**src/rtl/core/pbm_pkg.sv**
```systemverilog
`timescale 1ns / 1ps
// Shared widths, defaults, register indexes and inter-module structs for the
// per-pixel bitwise median block. No dependencies.
package pbm_pkg;

  localparam int PIXELS_DEF     = 2048;
  localparam int MAX_FRAMES_DEF = 1024;

  localparam int PIX_W   = 8;
  localparam int POS_W   = 11;
  localparam int FRM_W   = 10;
  localparam int BIT_W   = 3;
  localparam int CNT_W   = 11;
  localparam int FCFG_W  = 11;
  localparam int PCFG_W  = 12;
  localparam int CFG_DATA_W = 12;
  localparam int CFG_IDX_W  = 2;

  localparam logic [FCFG_W-1:0] FRAMES_RST = FCFG_W'(500);
  localparam logic [PCFG_W-1:0] PIXELS_RST = PCFG_W'(2000);
  localparam logic [PIX_W-1:0]  GUESS_INIT = PIX_W'(128);
  localparam logic [CNT_W-1:0]  CNT_MAX    = '1;
  localparam logic [BIT_W-1:0]  BIT_TOP    = BIT_W'(7);

  localparam logic [CFG_IDX_W-1:0] CFG_FRAMES = CFG_IDX_W'(0);
  localparam logic [CFG_IDX_W-1:0] CFG_PIXELS = CFG_IDX_W'(1);

  // One accepted pixel on its way to the read-modify-write stage.
  typedef struct packed {
    logic              valid;
    logic [PIX_W-1:0]  pix;
    logic [POS_W-1:0]  pos;
    logic              last_pos;
    logic              last_frame;
    logic [BIT_W-1:0]  bit_idx;
    logic [CNT_W-1:0]  thr;
  } pbm_issue_t;

  // Back-pressure and clearing status from the store.
  typedef struct packed {
    logic busy;
    logic take;
  } pbm_stat_t;

endpackage

```
**src/rtl/core/pbm_if.sv**
```systemverilog
`timescale 1ns / 1ps
// Valid/ready stream interfaces for pixel requests and median results.
// Depends on pbm_pkg.
interface pbm_in_if;
  import pbm_pkg::*;
  logic             valid;
  logic             ready;
  logic [PIX_W-1:0] pixel_value;
  modport source (output valid, output pixel_value, input ready);
  modport sink   (input valid, input pixel_value, output ready);
endinterface


```
**src/rtl/core/pbm_seq.sv**
```systemverilog
`timescale 1ns / 1ps
// Configuration registers and the position / frame / bit sequencer that
// tags each accepted pixel. Depends on pbm_pkg and pbm_if.
module pbm_seq #(
  parameter int PIXELS     = pbm_pkg::PIXELS_DEF,
  parameter int MAX_FRAMES = pbm_pkg::MAX_FRAMES_DEF
) (
  input  logic                          clk,
  input  logic                          rst_n,
  pbm_in_if.sink                        in_if,
  input  logic                          cfg_we,
  input  logic [pbm_pkg::CFG_IDX_W-1:0] cfg_index,
  input  logic [pbm_pkg::CFG_DATA_W-1:0] cfg_wdata,
  input  pbm_pkg::pbm_stat_t            stat,
  output pbm_pkg::pbm_issue_t           iss
);
  import pbm_pkg::*;

  logic [FCFG_W-1:0] frames_cfg_r;
  logic [PCFG_W-1:0] pixels_cfg_r;
  logic [POS_W-1:0]  pos_r, pos_nxt;
  logic [FRM_W-1:0]  frame_r, frame_nxt;
  logic [BIT_W-1:0]  bit_r, bit_nxt;
  logic [FCFG_W-1:0] frames_eff;
  logic [PCFG_W-1:0] pixels_eff;
  logic              last_pos, last_frame, accept;

  always_comb begin
    if (frames_cfg_r == '0) begin
      frames_eff = FCFG_W'(1);
    end else if (32'(frames_cfg_r) > MAX_FRAMES) begin
      frames_eff = FCFG_W'(MAX_FRAMES);
    end else begin
      frames_eff = frames_cfg_r;
    end
    if (pixels_cfg_r == '0) begin
      pixels_eff = PCFG_W'(1);
    end else if (32'(pixels_cfg_r) > PIXELS) begin
      pixels_eff = PCFG_W'(PIXELS);
    end else begin
      pixels_eff = pixels_cfg_r;
    end
  end

  assign last_pos   = (PCFG_W'(pos_r) + PCFG_W'(1)) >= pixels_eff;
  assign last_frame = (FCFG_W'(frame_r) + FCFG_W'(1)) >= frames_eff;
  assign in_if.ready = stat.take;
  assign accept      = in_if.valid & stat.take;

  always_comb begin
    iss.valid      = accept;
    iss.pix        = in_if.pixel_value;
    iss.pos        = pos_r;
    iss.last_pos   = last_pos;
    iss.last_frame = last_frame;
    iss.bit_idx    = bit_r;
    iss.thr        = CNT_W'({1'b0, frames_eff[FCFG_W-1:1]}) + CNT_W'(1);
  end

  // Advance the scan: position, then frame, then the bit under test.
  always_comb begin
    pos_nxt   = pos_r;
    frame_nxt = frame_r;
    bit_nxt   = bit_r;
    if (accept) begin
      if (last_pos) begin
        pos_nxt = '0;
        if (last_frame) begin
          frame_nxt = '0;
          bit_nxt   = (bit_r == '0) ? BIT_TOP : bit_r - BIT_W'(1);
        end else begin
          frame_nxt = frame_r + FRM_W'(1);
        end
      end else begin
        pos_nxt = pos_r + POS_W'(1);
      end
    end
  end

  always_ff @(posedge clk) begin
    if (!rst_n) begin
      frames_cfg_r <= FRAMES_RST;
      pixels_cfg_r <= PIXELS_RST;
      pos_r        <= '0;
      frame_r      <= '0;
      bit_r        <= BIT_TOP;
    end else begin
      pos_r   <= pos_nxt;
      frame_r <= frame_nxt;
      bit_r   <= bit_nxt;
      if (cfg_we) begin
        case (cfg_index)
          CFG_FRAMES: frames_cfg_r <= cfg_wdata[FCFG_W-1:0];
          CFG_PIXELS: pixels_cfg_r <= cfg_wdata[PCFG_W-1:0];
          default: ;
        endcase
      end
    end
  end

endmodule

```
**src/flat_wrapper.sv**
```systemverilog
// flat-port wrapper written by rule: the top's interface ports become plain ports
module pbm_seq_flat import pbm_pkg::*;
#(
  parameter int PIXELS     = pbm_pkg::PIXELS_DEF,
  parameter int MAX_FRAMES = pbm_pkg::MAX_FRAMES_DEF
)
  (clk, rst_n, cfg_we, cfg_index, cfg_wdata, stat, iss, in_if_valid, in_if_pixel_value, in_if_ready);
  pbm_in_if in_if_i ();
  input  logic clk;
  input  logic rst_n;
  input  logic cfg_we;
  input  logic [pbm_pkg::CFG_IDX_W-1:0] cfg_index;
  input  logic [pbm_pkg::CFG_DATA_W-1:0] cfg_wdata;
  input  pbm_pkg::pbm_stat_t stat;
  output pbm_pkg::pbm_issue_t iss;
  input wire logic [$bits(in_if_i.valid)-1:0] in_if_valid;
  input wire logic [$bits(in_if_i.pixel_value)-1:0] in_if_pixel_value;
  output wire logic [$bits(in_if_i.ready)-1:0] in_if_ready;
  assign in_if_i.valid = in_if_valid;
  assign in_if_i.pixel_value = in_if_pixel_value;
  assign in_if_ready = in_if_i.ready;
  pbm_seq #(.PIXELS(PIXELS), .MAX_FRAMES(MAX_FRAMES)) u_core (.clk(clk), .rst_n(rst_n), .in_if(in_if_i), .cfg_we(cfg_we), .cfg_index(cfg_index), .cfg_wdata(cfg_wdata), .stat(stat), .iss(iss));
endmodule
```
**config.mk**
```make
export PLATFORM = sky130hd
export DESIGN_NAME = pbm_seq_flat
export DESIGN_NICKNAME = d
export VERILOG_FILES = /design/src/rtl/core/pbm_pkg.sv /design/src/rtl/core/pbm_if.sv /design/src/rtl/core/pbm_seq.sv /design/src/flat_wrapper.sv
export SDC_FILE = /design/constraint.sdc
export NUM_CORES = 1
export LEC_CHECK = 0
export BUFFER_PORTS_ARGS = -buffer_cell sky130_fd_sc_hd__buf_2
export CAP_MARGIN = 0
export CORE_ASPECT_RATIO = 1.75
export CORE_MARGIN = 4
export CORE_UTILIZATION = 45
export DETAILED_ROUTE_END_ITERATION = 16
export GPL_ROUTABILITY_DRIVEN = 0
export PLACE_DENSITY = 0.77
export SLEW_MARGIN = 40
export SYNTH_ARGS = -nofsm -noshare
export SYNTH_HDL_FRONTEND = slang
export SYNTH_SLANG_ARGS = --single-unit
```
**constraint.sdc**
```tcl
create_clock -name clk -period 3.7 [get_ports clk]
set_clock_uncertainty 0.2 [all_clocks]
set_input_delay 0.37 -clock clk [delete_from_list [all_inputs] [get_ports clk]]
set_output_delay 0.37 -clock clk [all_outputs]
set_load 0.01 [all_outputs]
```
==> results of run 1 <==
area by class of cell:
cell class,instances,area [um^2]
Clock buffer,5,125.1
Clock inverter,3,27.53
Fill cell,670,3381
Inverter,14,52.55
Multi-Input combinational cell,344,2247
Sequential cell,47,949.7
Tap cell,86,107.6
Timing Repair Buffer,61,342.8
power groups by stage:
stage,logic (mW),registers (mW),clock network [mW]
floorplan,0.0920,0.539,0
global placement,0.115,0.542,0
detailed placement,0.119,0.542,0
CTS,0.119,0.530,0.483
global route,0.136,0.531,0.502
finish,0.120,0.530,0.474
layer usage:
layer  share of wire, %  vias up  global-route usage, %
met2                 52       81                  34.64
li1                   -     1609                      -
met5                  0        -                      0
met1                 39     1513                  20.82
met4                3.7        0                  10.32
met3                4.5       24                  2.705
layout by cell type (no fill, tap or decap), types with 3 or more instances in the layout:
cell type and count:
a211oi_1 16, a21oi_1 22, a31o_2 6, and3_1 3, buf_2 46, buf_4 15
clkbuf_16 5, dfxtp_1 42, dfxtp_2 4, ha_1 23, inv_1 12, nand2_1 99
nand2b_1 5, nand3_1 30, nand3b_1 7, nor2_1 25, nor2b_1 3, nor3_1 5
nor4_1 5, o21a_1 4, o21ai_0 5, o22ai_1 4, o32ai_2 4, or3_1 5
or4_1 7, xnor2_1 7, xor2_1 15
cells by family after synthesis:
group	Yosys count
AO/OA/AOI/OAI	84
XOR/XNOR	22
adder cells (fa/ha/maj)	26
buffers and inverters	48
flip-flops	47
multiplexers	3
other	1
AND/OR/NAND/NOR	208
flip-flops by register name, indices dropped and copies added, names as in the netlist:
| register | count |
|---|---|
| u_core.bit_r | 3 |
| u_core.pos_r | 11 |
| u_core.pixels_cfg_r | 12 |
| u_core.frame_r | 10 |
| u_core.frames_cfg_r | 11 |
timing repair:
item                       4_1_cts  5_1_grt
buffers inserted                 0        1
pin swaps                        0        1
gates resized for setup          4       16
setup endpoints to repair        2        2
final timing paths:
| check | from | end | slack, ns | cells past startpoint |
|---|---|---|---|---|
| setup / recovery | u_core.frame_r[2] | iss[14] | 0.17 | 13 |
| hold / removal | cfg_wdata[2] | u_core.frames_cfg_r[2] | 0.11 | 3 |
| hold reg to reg | u_core.pixels_cfg_r[11] | u_core.pixels_cfg_r[11] | 0.28 | 2 |
| setup reg to reg | u_core.pos_r[1] | u_core.frame_r[3] | 0.20 | 13 |
worst max-delay path: cells and delay by family (launching register included):
kind                       cells  cell delay [ns]
adders and majority gates      1             0.31
xor gates and xnor gates       1             0.18
AOI/OAI and AO/OA              2             0.41
buffers and inverters          2             0.23
DFF                            1             0.39
and+or+nand+nor                7             1.15
==> results.sh, run 1 <==
export IMPL_powerDensity_nw_per_um2=291.8
export IMPL_dieArea_um2=8994
export IMPL_synth_edf_count=0
export IMPL_cp_required_ns=3.13
export IMPL_finalNetCount=527
export IMPL_drc=0
export IMPL_seq_area_frac_synth_pct=27.91
export IMPL_portBuffers=46
export IMPL_drtPass1Iterations=4
export IMPL_cp_slowest_cell="dfxtp_2"
export IMPL_cts_max_path_buffers=2
export IMPL_rows=41
export IMPL_io_pins=65
export IMPL_yosys_area_share_simple_pct=29.03
export IMPL_fin_area_um2=3852
export IMPL_synth_common_cells="99 x nand2_1, 47 x dfxtp_1, 30 x nand3_1, 26 x ha_1, 26 x nor2_1"
export IMPL_fmax_mhz=283.2
export IMPL_drtAntennaViolNets=0
export IMPL_end_kind="output pin"
export IMPL_synth_fa_ha_area_share_pct=9.651
export IMPL_p_comb_share_pct=10.7
export IMPL_place_ws_ns=0.1808
export IMPL_yosys_cell_count_top_type="nand2_1"
export IMPL_yosysTopAreaCell="dfxtp_1"
export IMPL_ir_drop_mv=0.2215
export IMPL_start_kind="register"
export IMPL_synth_top_family_by_area="simple AND/OR/NAND/NOR gates"
export IMPL_antenna_found_initial=0
export IMPL_fin_util_pct=53.26
export IMPL_synth_top_cell_area_share_pct=27.91
export IMPL_worstMarginPinSlew_ns=0.6483
export IMPL_htree_num_levels=2
export IMPL_synth_mux_area_share_pct=0.9280
export IMPL_vias=3227
export IMPL_cp_data_arrival_time_ns=2.96
export IMPL_clock_sinks=47
export IMPL_fin_crit_ns=3.531
export IMPL_clkTransAtPathRegs_ns=0.07
export IMPL_diodes=0
export IMPL_ys_ff_latch=47
export IMPL_dieHeight_um=122.5
export IMPL_maxCapViolCount=0
export IMPL_grt_usage_pct=19.15
export IMPL_syn_area_um2=3371
export IMPL_initial_core_util_pct=46.60
export IMPL_max_slew_margin_rel_pct=56.68
export IMPL_async_reset_ff_share_pct=0
export IMPL_hpwl_mm=6.158
export IMPL_holdWs_ns=0.1057
export IMPL_ys_types=55
export IMPL_overflow=0
export IMPL_swShare_pct=26.96
export IMPL_wl_mm=8.200
export IMPL_synth_nets=493
export IMPL_hold_buffers=0
export IMPL_synth_compound_area_share_pct=19.30
export IMPL_clockPowerShare_pct=42.1
export IMPL_wl_per_cell_um=14.64
export IMPL_tritoncts="yes"
export IMPL_worstPathMaxFanout=6
export IMPL_hold_path_class="in -> reg"
export IMPL_layout_setup_ws_ns=0.1693
export IMPL_fin_total_pwr_mw=1.124
export IMPL_rsz0062_at_grt="false"
export IMPL_finalNonFillerCells=560
export IMPL_syn_inst=439
export IMPL_worstPathCellList="nand3_1, nor2_1, and3_4, nand3_1, xor2_1, inv_1, ha_1, and4_2, nand3b_1, o211ai_4, nor2_1, a21oi_2, buf_2"
export IMPL_grt_pass1_wl_mm=13.84
export IMPL_hold_viol=0
export IMPL_dp_cells=551
export IMPL_syn_to_final_growth_pct=14.29
export IMPL_syn_avg_cell_area_um2=7.678
export IMPL_ys_warnings_count=0
export IMPL_synth_area_leaders="dfxtp_1 28%, nand2_1 11%, ha_1 9.7%, nand3_1 4.5%, xor2_1 3.9%"
export IMPL_root_buffer="clkbuf_16"
export IMPL_cts_buffers=5
export IMPL_die_x_um=73.43
export IMPL_status="finished clean"
export IMPL_first_global_vias=3110
export IMPL_drv_slew=0
export IMPL_p_leak_nw=1.651
export IMPL_drtIter0Drc=161
export IMPL_p_sw_mw=0.3030
export IMPL_setup_violations=0
export IMPL_power_frac_seq_pct=47.2
export IMPL_vias_per_cell=5.763
export IMPL_crit_type="reg -> out"
export IMPL_slowest_delay_ns=0.39
export IMPL_synthXorXnorAreaFrac_pct=5.716
export IMPL_insertion_delay_ns=0.30
export IMPL_finalCritPeriodShare_pct=95.42
export IMPL_grt_max_degree=41
export IMPL_internal_power_mw=0.8209
export IMPL_core_area_um2=7233
export IMPL_drive_above_1_share_pct=22.15
export IMPL_placed_cell_area_um2=3623
export IMPL_fin_tns_setup_ns=0
export IMPL_ys_flop_type="dfxtp_1"
Power figures use the tool's default switching activity.
==> inputs of run 2 (changes only) <==
--- a/config.mk
+++ b/config.mk
@@ -9,10 +9,12 @@
 export CAP_MARGIN = 0
 export CORE_ASPECT_RATIO = 1.75
 export CORE_MARGIN = 4
-export CORE_UTILIZATION = 45
+export CORE_UTILIZATION = 51
 export DETAILED_ROUTE_END_ITERATION = 16
 export GPL_ROUTABILITY_DRIVEN = 0
-export PLACE_DENSITY = 0.77
+export GPL_TIMING_DRIVEN = 0
+export PLACE_DENSITY = 0.84
+export SETUP_SLACK_MARGIN = 0.4
 export SLEW_MARGIN = 40
 export SYNTH_ARGS = -nofsm -noshare
 export SYNTH_HDL_FRONTEND = slang
==> run 2 against run 1 <==
Against the previous run:
- first-iteration DRC count rose by 80%
- sequential share of layout area fell by 3.1 points
- die area fell by 11%
- final area rose by 19%
- sequential power barely moved
- largest cell class unchanged
- largest power group is now clock
==> results.sh, run 2 (synthesized netlist as in run 1, its figures left out) <==
export IMPL_hold_viol=0
export IMPL_tritoncts="yes"
export IMPL_rows=39
export IMPL_finalNetCount=588
export IMPL_internal_power_mw=0.9007
export IMPL_dieArea_um2=8025
export IMPL_drtIter0Drc=289
export IMPL_antenna_found_initial=0
export IMPL_max_slew_margin_rel_pct=59.52
export IMPL_largest_register="u_core.pixels_cfg_r"
export IMPL_cp_data_arrival_time_ns=2.97
export IMPL_r2r_setup_slack_ns=0.35
export IMPL_path_depth=16
export IMPL_finalCritPeriodShare_pct=95.55
export IMPL_worstPathCellList="nand3_4, nor2_4, and3_4, buf_8, nand3_4, xor2_2, inv_2, ha_4, and4_4, nand3b_1, o211ai_4, nor2_4, a21oi_2, buf_6, buf_6, buf_6"
export IMPL_drtAntennaViolNets=0
export IMPL_cts_buffers=5
export IMPL_cp_slowest_cell="dfxtp_4"
export IMPL_cp_top_family="simple AND/OR/NAND/NOR gates"
export IMPL_rsz0062_at_grt="true"
export IMPL_vias=3767
export IMPL_fin_total_pwr_mw=1.227
export IMPL_p_comb_share_pct=13.0
export IMPL_power_frac_seq_pct=43.1
export IMPL_final_cell_mix="95 x nand2_1, 53 x buf_2, 45 x buf_4, 28 x dfxtp_1, 26 x nand3_1"
export IMPL_fin_util_pct=70.68
export IMPL_slowest_delay_ns=0.36
export IMPL_drive_above_1_share_pct=37.01
export IMPL_reg_top3="u_core.pixels_cfg_r x12, u_core.frames_cfg_r x11, u_core.pos_r x11"
export IMPL_r2r_start="u_core.frame_r[2]"
export IMPL_vias_per_cell=6.105
export IMPL_place_ws_ns=-0.09383
export IMPL_clock_sinks=47
export IMPL_initial_core_util_pct=51.94
export IMPL_timing_critical_path_buf_inv=5
export IMPL_worstPathMaxFanout=3
export IMPL_grt_max_degree=17
export IMPL_worstRegToRegCells=16
export IMPL_drc=0
export IMPL_crit_type="reg -> out"
export IMPL_crit_end="iss[14]"
export IMPL_cp_required_ns=3.13
export IMPL_ir_drop_mv=0.2830
export IMPL_diodes=0
export IMPL_cts_max_path_buffers=2
export IMPL_cp_startpoint="u_core.frame_r[2]"
export IMPL_largest_reg_flops=12
export IMPL_die_x_um=69.46
export IMPL_portBuffers=54
export IMPL_clkTransAtPathRegs_ns=0.07
export IMPL_fmax_mhz=282.9
export IMPL_overflow=0
export IMPL_drv_slew=0
export IMPL_syn_to_final_growth_pct=36.08
export IMPL_dieHeight_um=115.5
export IMPL_end_kind="output pin"
export IMPL_layout_setup_ws_ns=0.1647
export IMPL_setup_violations=0
export IMPL_powerDensity_nw_per_um2=267.4
export IMPL_drtPass1Iterations=5
export IMPL_root_buffer="clkbuf_16"
export IMPL_grt_usage_pct=26.99
export IMPL_reg2reg_to="u_core.bit_r[2]"
export IMPL_start_kind="register"
export IMPL_wl_per_cell_um=18.06
export IMPL_core_area_um2=6490
export IMPL_hold_path_class="in -> reg"
export IMPL_insertion_delay_ns=0.30
export IMPL_crit_top_cell="buf_6"
export IMPL_htree_num_levels=2
export IMPL_hpwl_mm=6.972
export IMPL_clockPowerShare_pct=43.9
export IMPL_first_global_vias=3845
export IMPL_p_leak_nw=2.010
export IMPL_holdWs_ns=0.1078
export IMPL_grt_pass1_wl_mm=17.34
export IMPL_p_sw_mw=0.3259
export IMPL_swShare_pct=26.57
export IMPL_fin_crit_ns=3.535
export IMPL_status="finished clean"
export IMPL_worstMarginPinSlew_ns=0.6072
export IMPL_layout_commonest_cell="nand2_1"
export IMPL_maxCapViolCount=0
export IMPL_wl_mm=11.14
export IMPL_io_pins=65
==> run 2: cell types whose count changed in the layout (fill, tap and decap cells not counted), sizes merged <==
cell    delta
buf       +46
clkbuf    +15
inv        -1
bufinv     +1
==> run 2: cell type report <==
| type | instances | area (um^2) |
|---|---|---|
| Multi-Input combinational cell | 344 | 2497 |
| Fill cell | 465 | 1903 |
| Sequential cell | 47 | 987.2 |
| Timing Repair Buffer | 88 | 538.0 |
| Buffer | 34 | 237.7 |
| Clock buffer | 5 | 125.1 |
| Tap cell | 82 | 102.6 |
| Inverter | 14 | 52.55 |
| Clock inverter | 3 | 46.29 |
==> run 2: repair_timing <==
item,CTS,global route
hold buffers,0,0
endpoints found under the setup margin,26,15
resized for setup,63,35
setup buffers,29,5
pin swaps,23,17
==> run 2: worst min-delay path by stage <==
| stage | from | endpoint | depth (start not counted) |
|---|---|---|---|
| floorplan | u_core.pixels_cfg_r[0] | u_core.pixels_cfg_r[0] | 2 |
| global placement | u_core.pixels_cfg_r[0] | u_core.pixels_cfg_r[0] | 2 |
| detailed placement | u_core.pixels_cfg_r[0] | u_core.pixels_cfg_r[0] | 2 |
| CTS | cfg_wdata[4] | u_core.pixels_cfg_r[4] | 3 |
| global route | cfg_wdata[11] | u_core.pixels_cfg_r[11] | 3 |
| finish | cfg_wdata[4] | u_core.pixels_cfg_r[4] | 3 |
==> run 2: worst register-to-register path, cell delays in order, from the launching register on <==
cell,delay (ns)
dfxtp_4,0.36
nand3_4,0.10
nor2_4,0.13
and3_4,0.20
buf_8,0.10
nand3_4,0.07
xor2_2,0.20
inv_2,0.06
ha_4,0.27
and4_4,0.22
buf_4,0.11
buf_4,0.09
o211ai_2,0.11
buf_4,0.16
buf_4,0.16
a211oi_2,0.34
mux2_1,0.35
==> run 2: power by group through the flow <==
stage | Clock (mW) | Sequential, mW | Combinational (mW)
after floorplan | 0 | 0.539 | 0.0924
after global placement | 0 | 0.541 | 0.138
after detailed placement | 0 | 0.542 | 0.142
after CTS | 0.540 | 0.527 | 0.149
after global routing | 0.558 | 0.530 | 0.175
final | 0.538 | 0.529 | 0.160
==> run 2: per-stage QoR <==
stage	TNS, ns	cells	area (um^2)
5_1_grt	0	617	4587
2_1_floorplan	0	439	3393
4_1_cts	0	612	4402
6_report	0	617	4587
3_5_place_dp	-0.2959	575	3766
3_3_place_gp	-0.02647	575	3766
==> run 2: routing by layer <==
metal / vias to the layer above / GRT usage, % / part of all wire [%]
li1: 1731 / - / -
met5: - / 0 / 0
met1: 1748 / 23.03 / 32
met4: 0 / 21.90 / 7.1
met2: 213 / 52.61 / 54
met3: 75 / 5.729 / 6.3
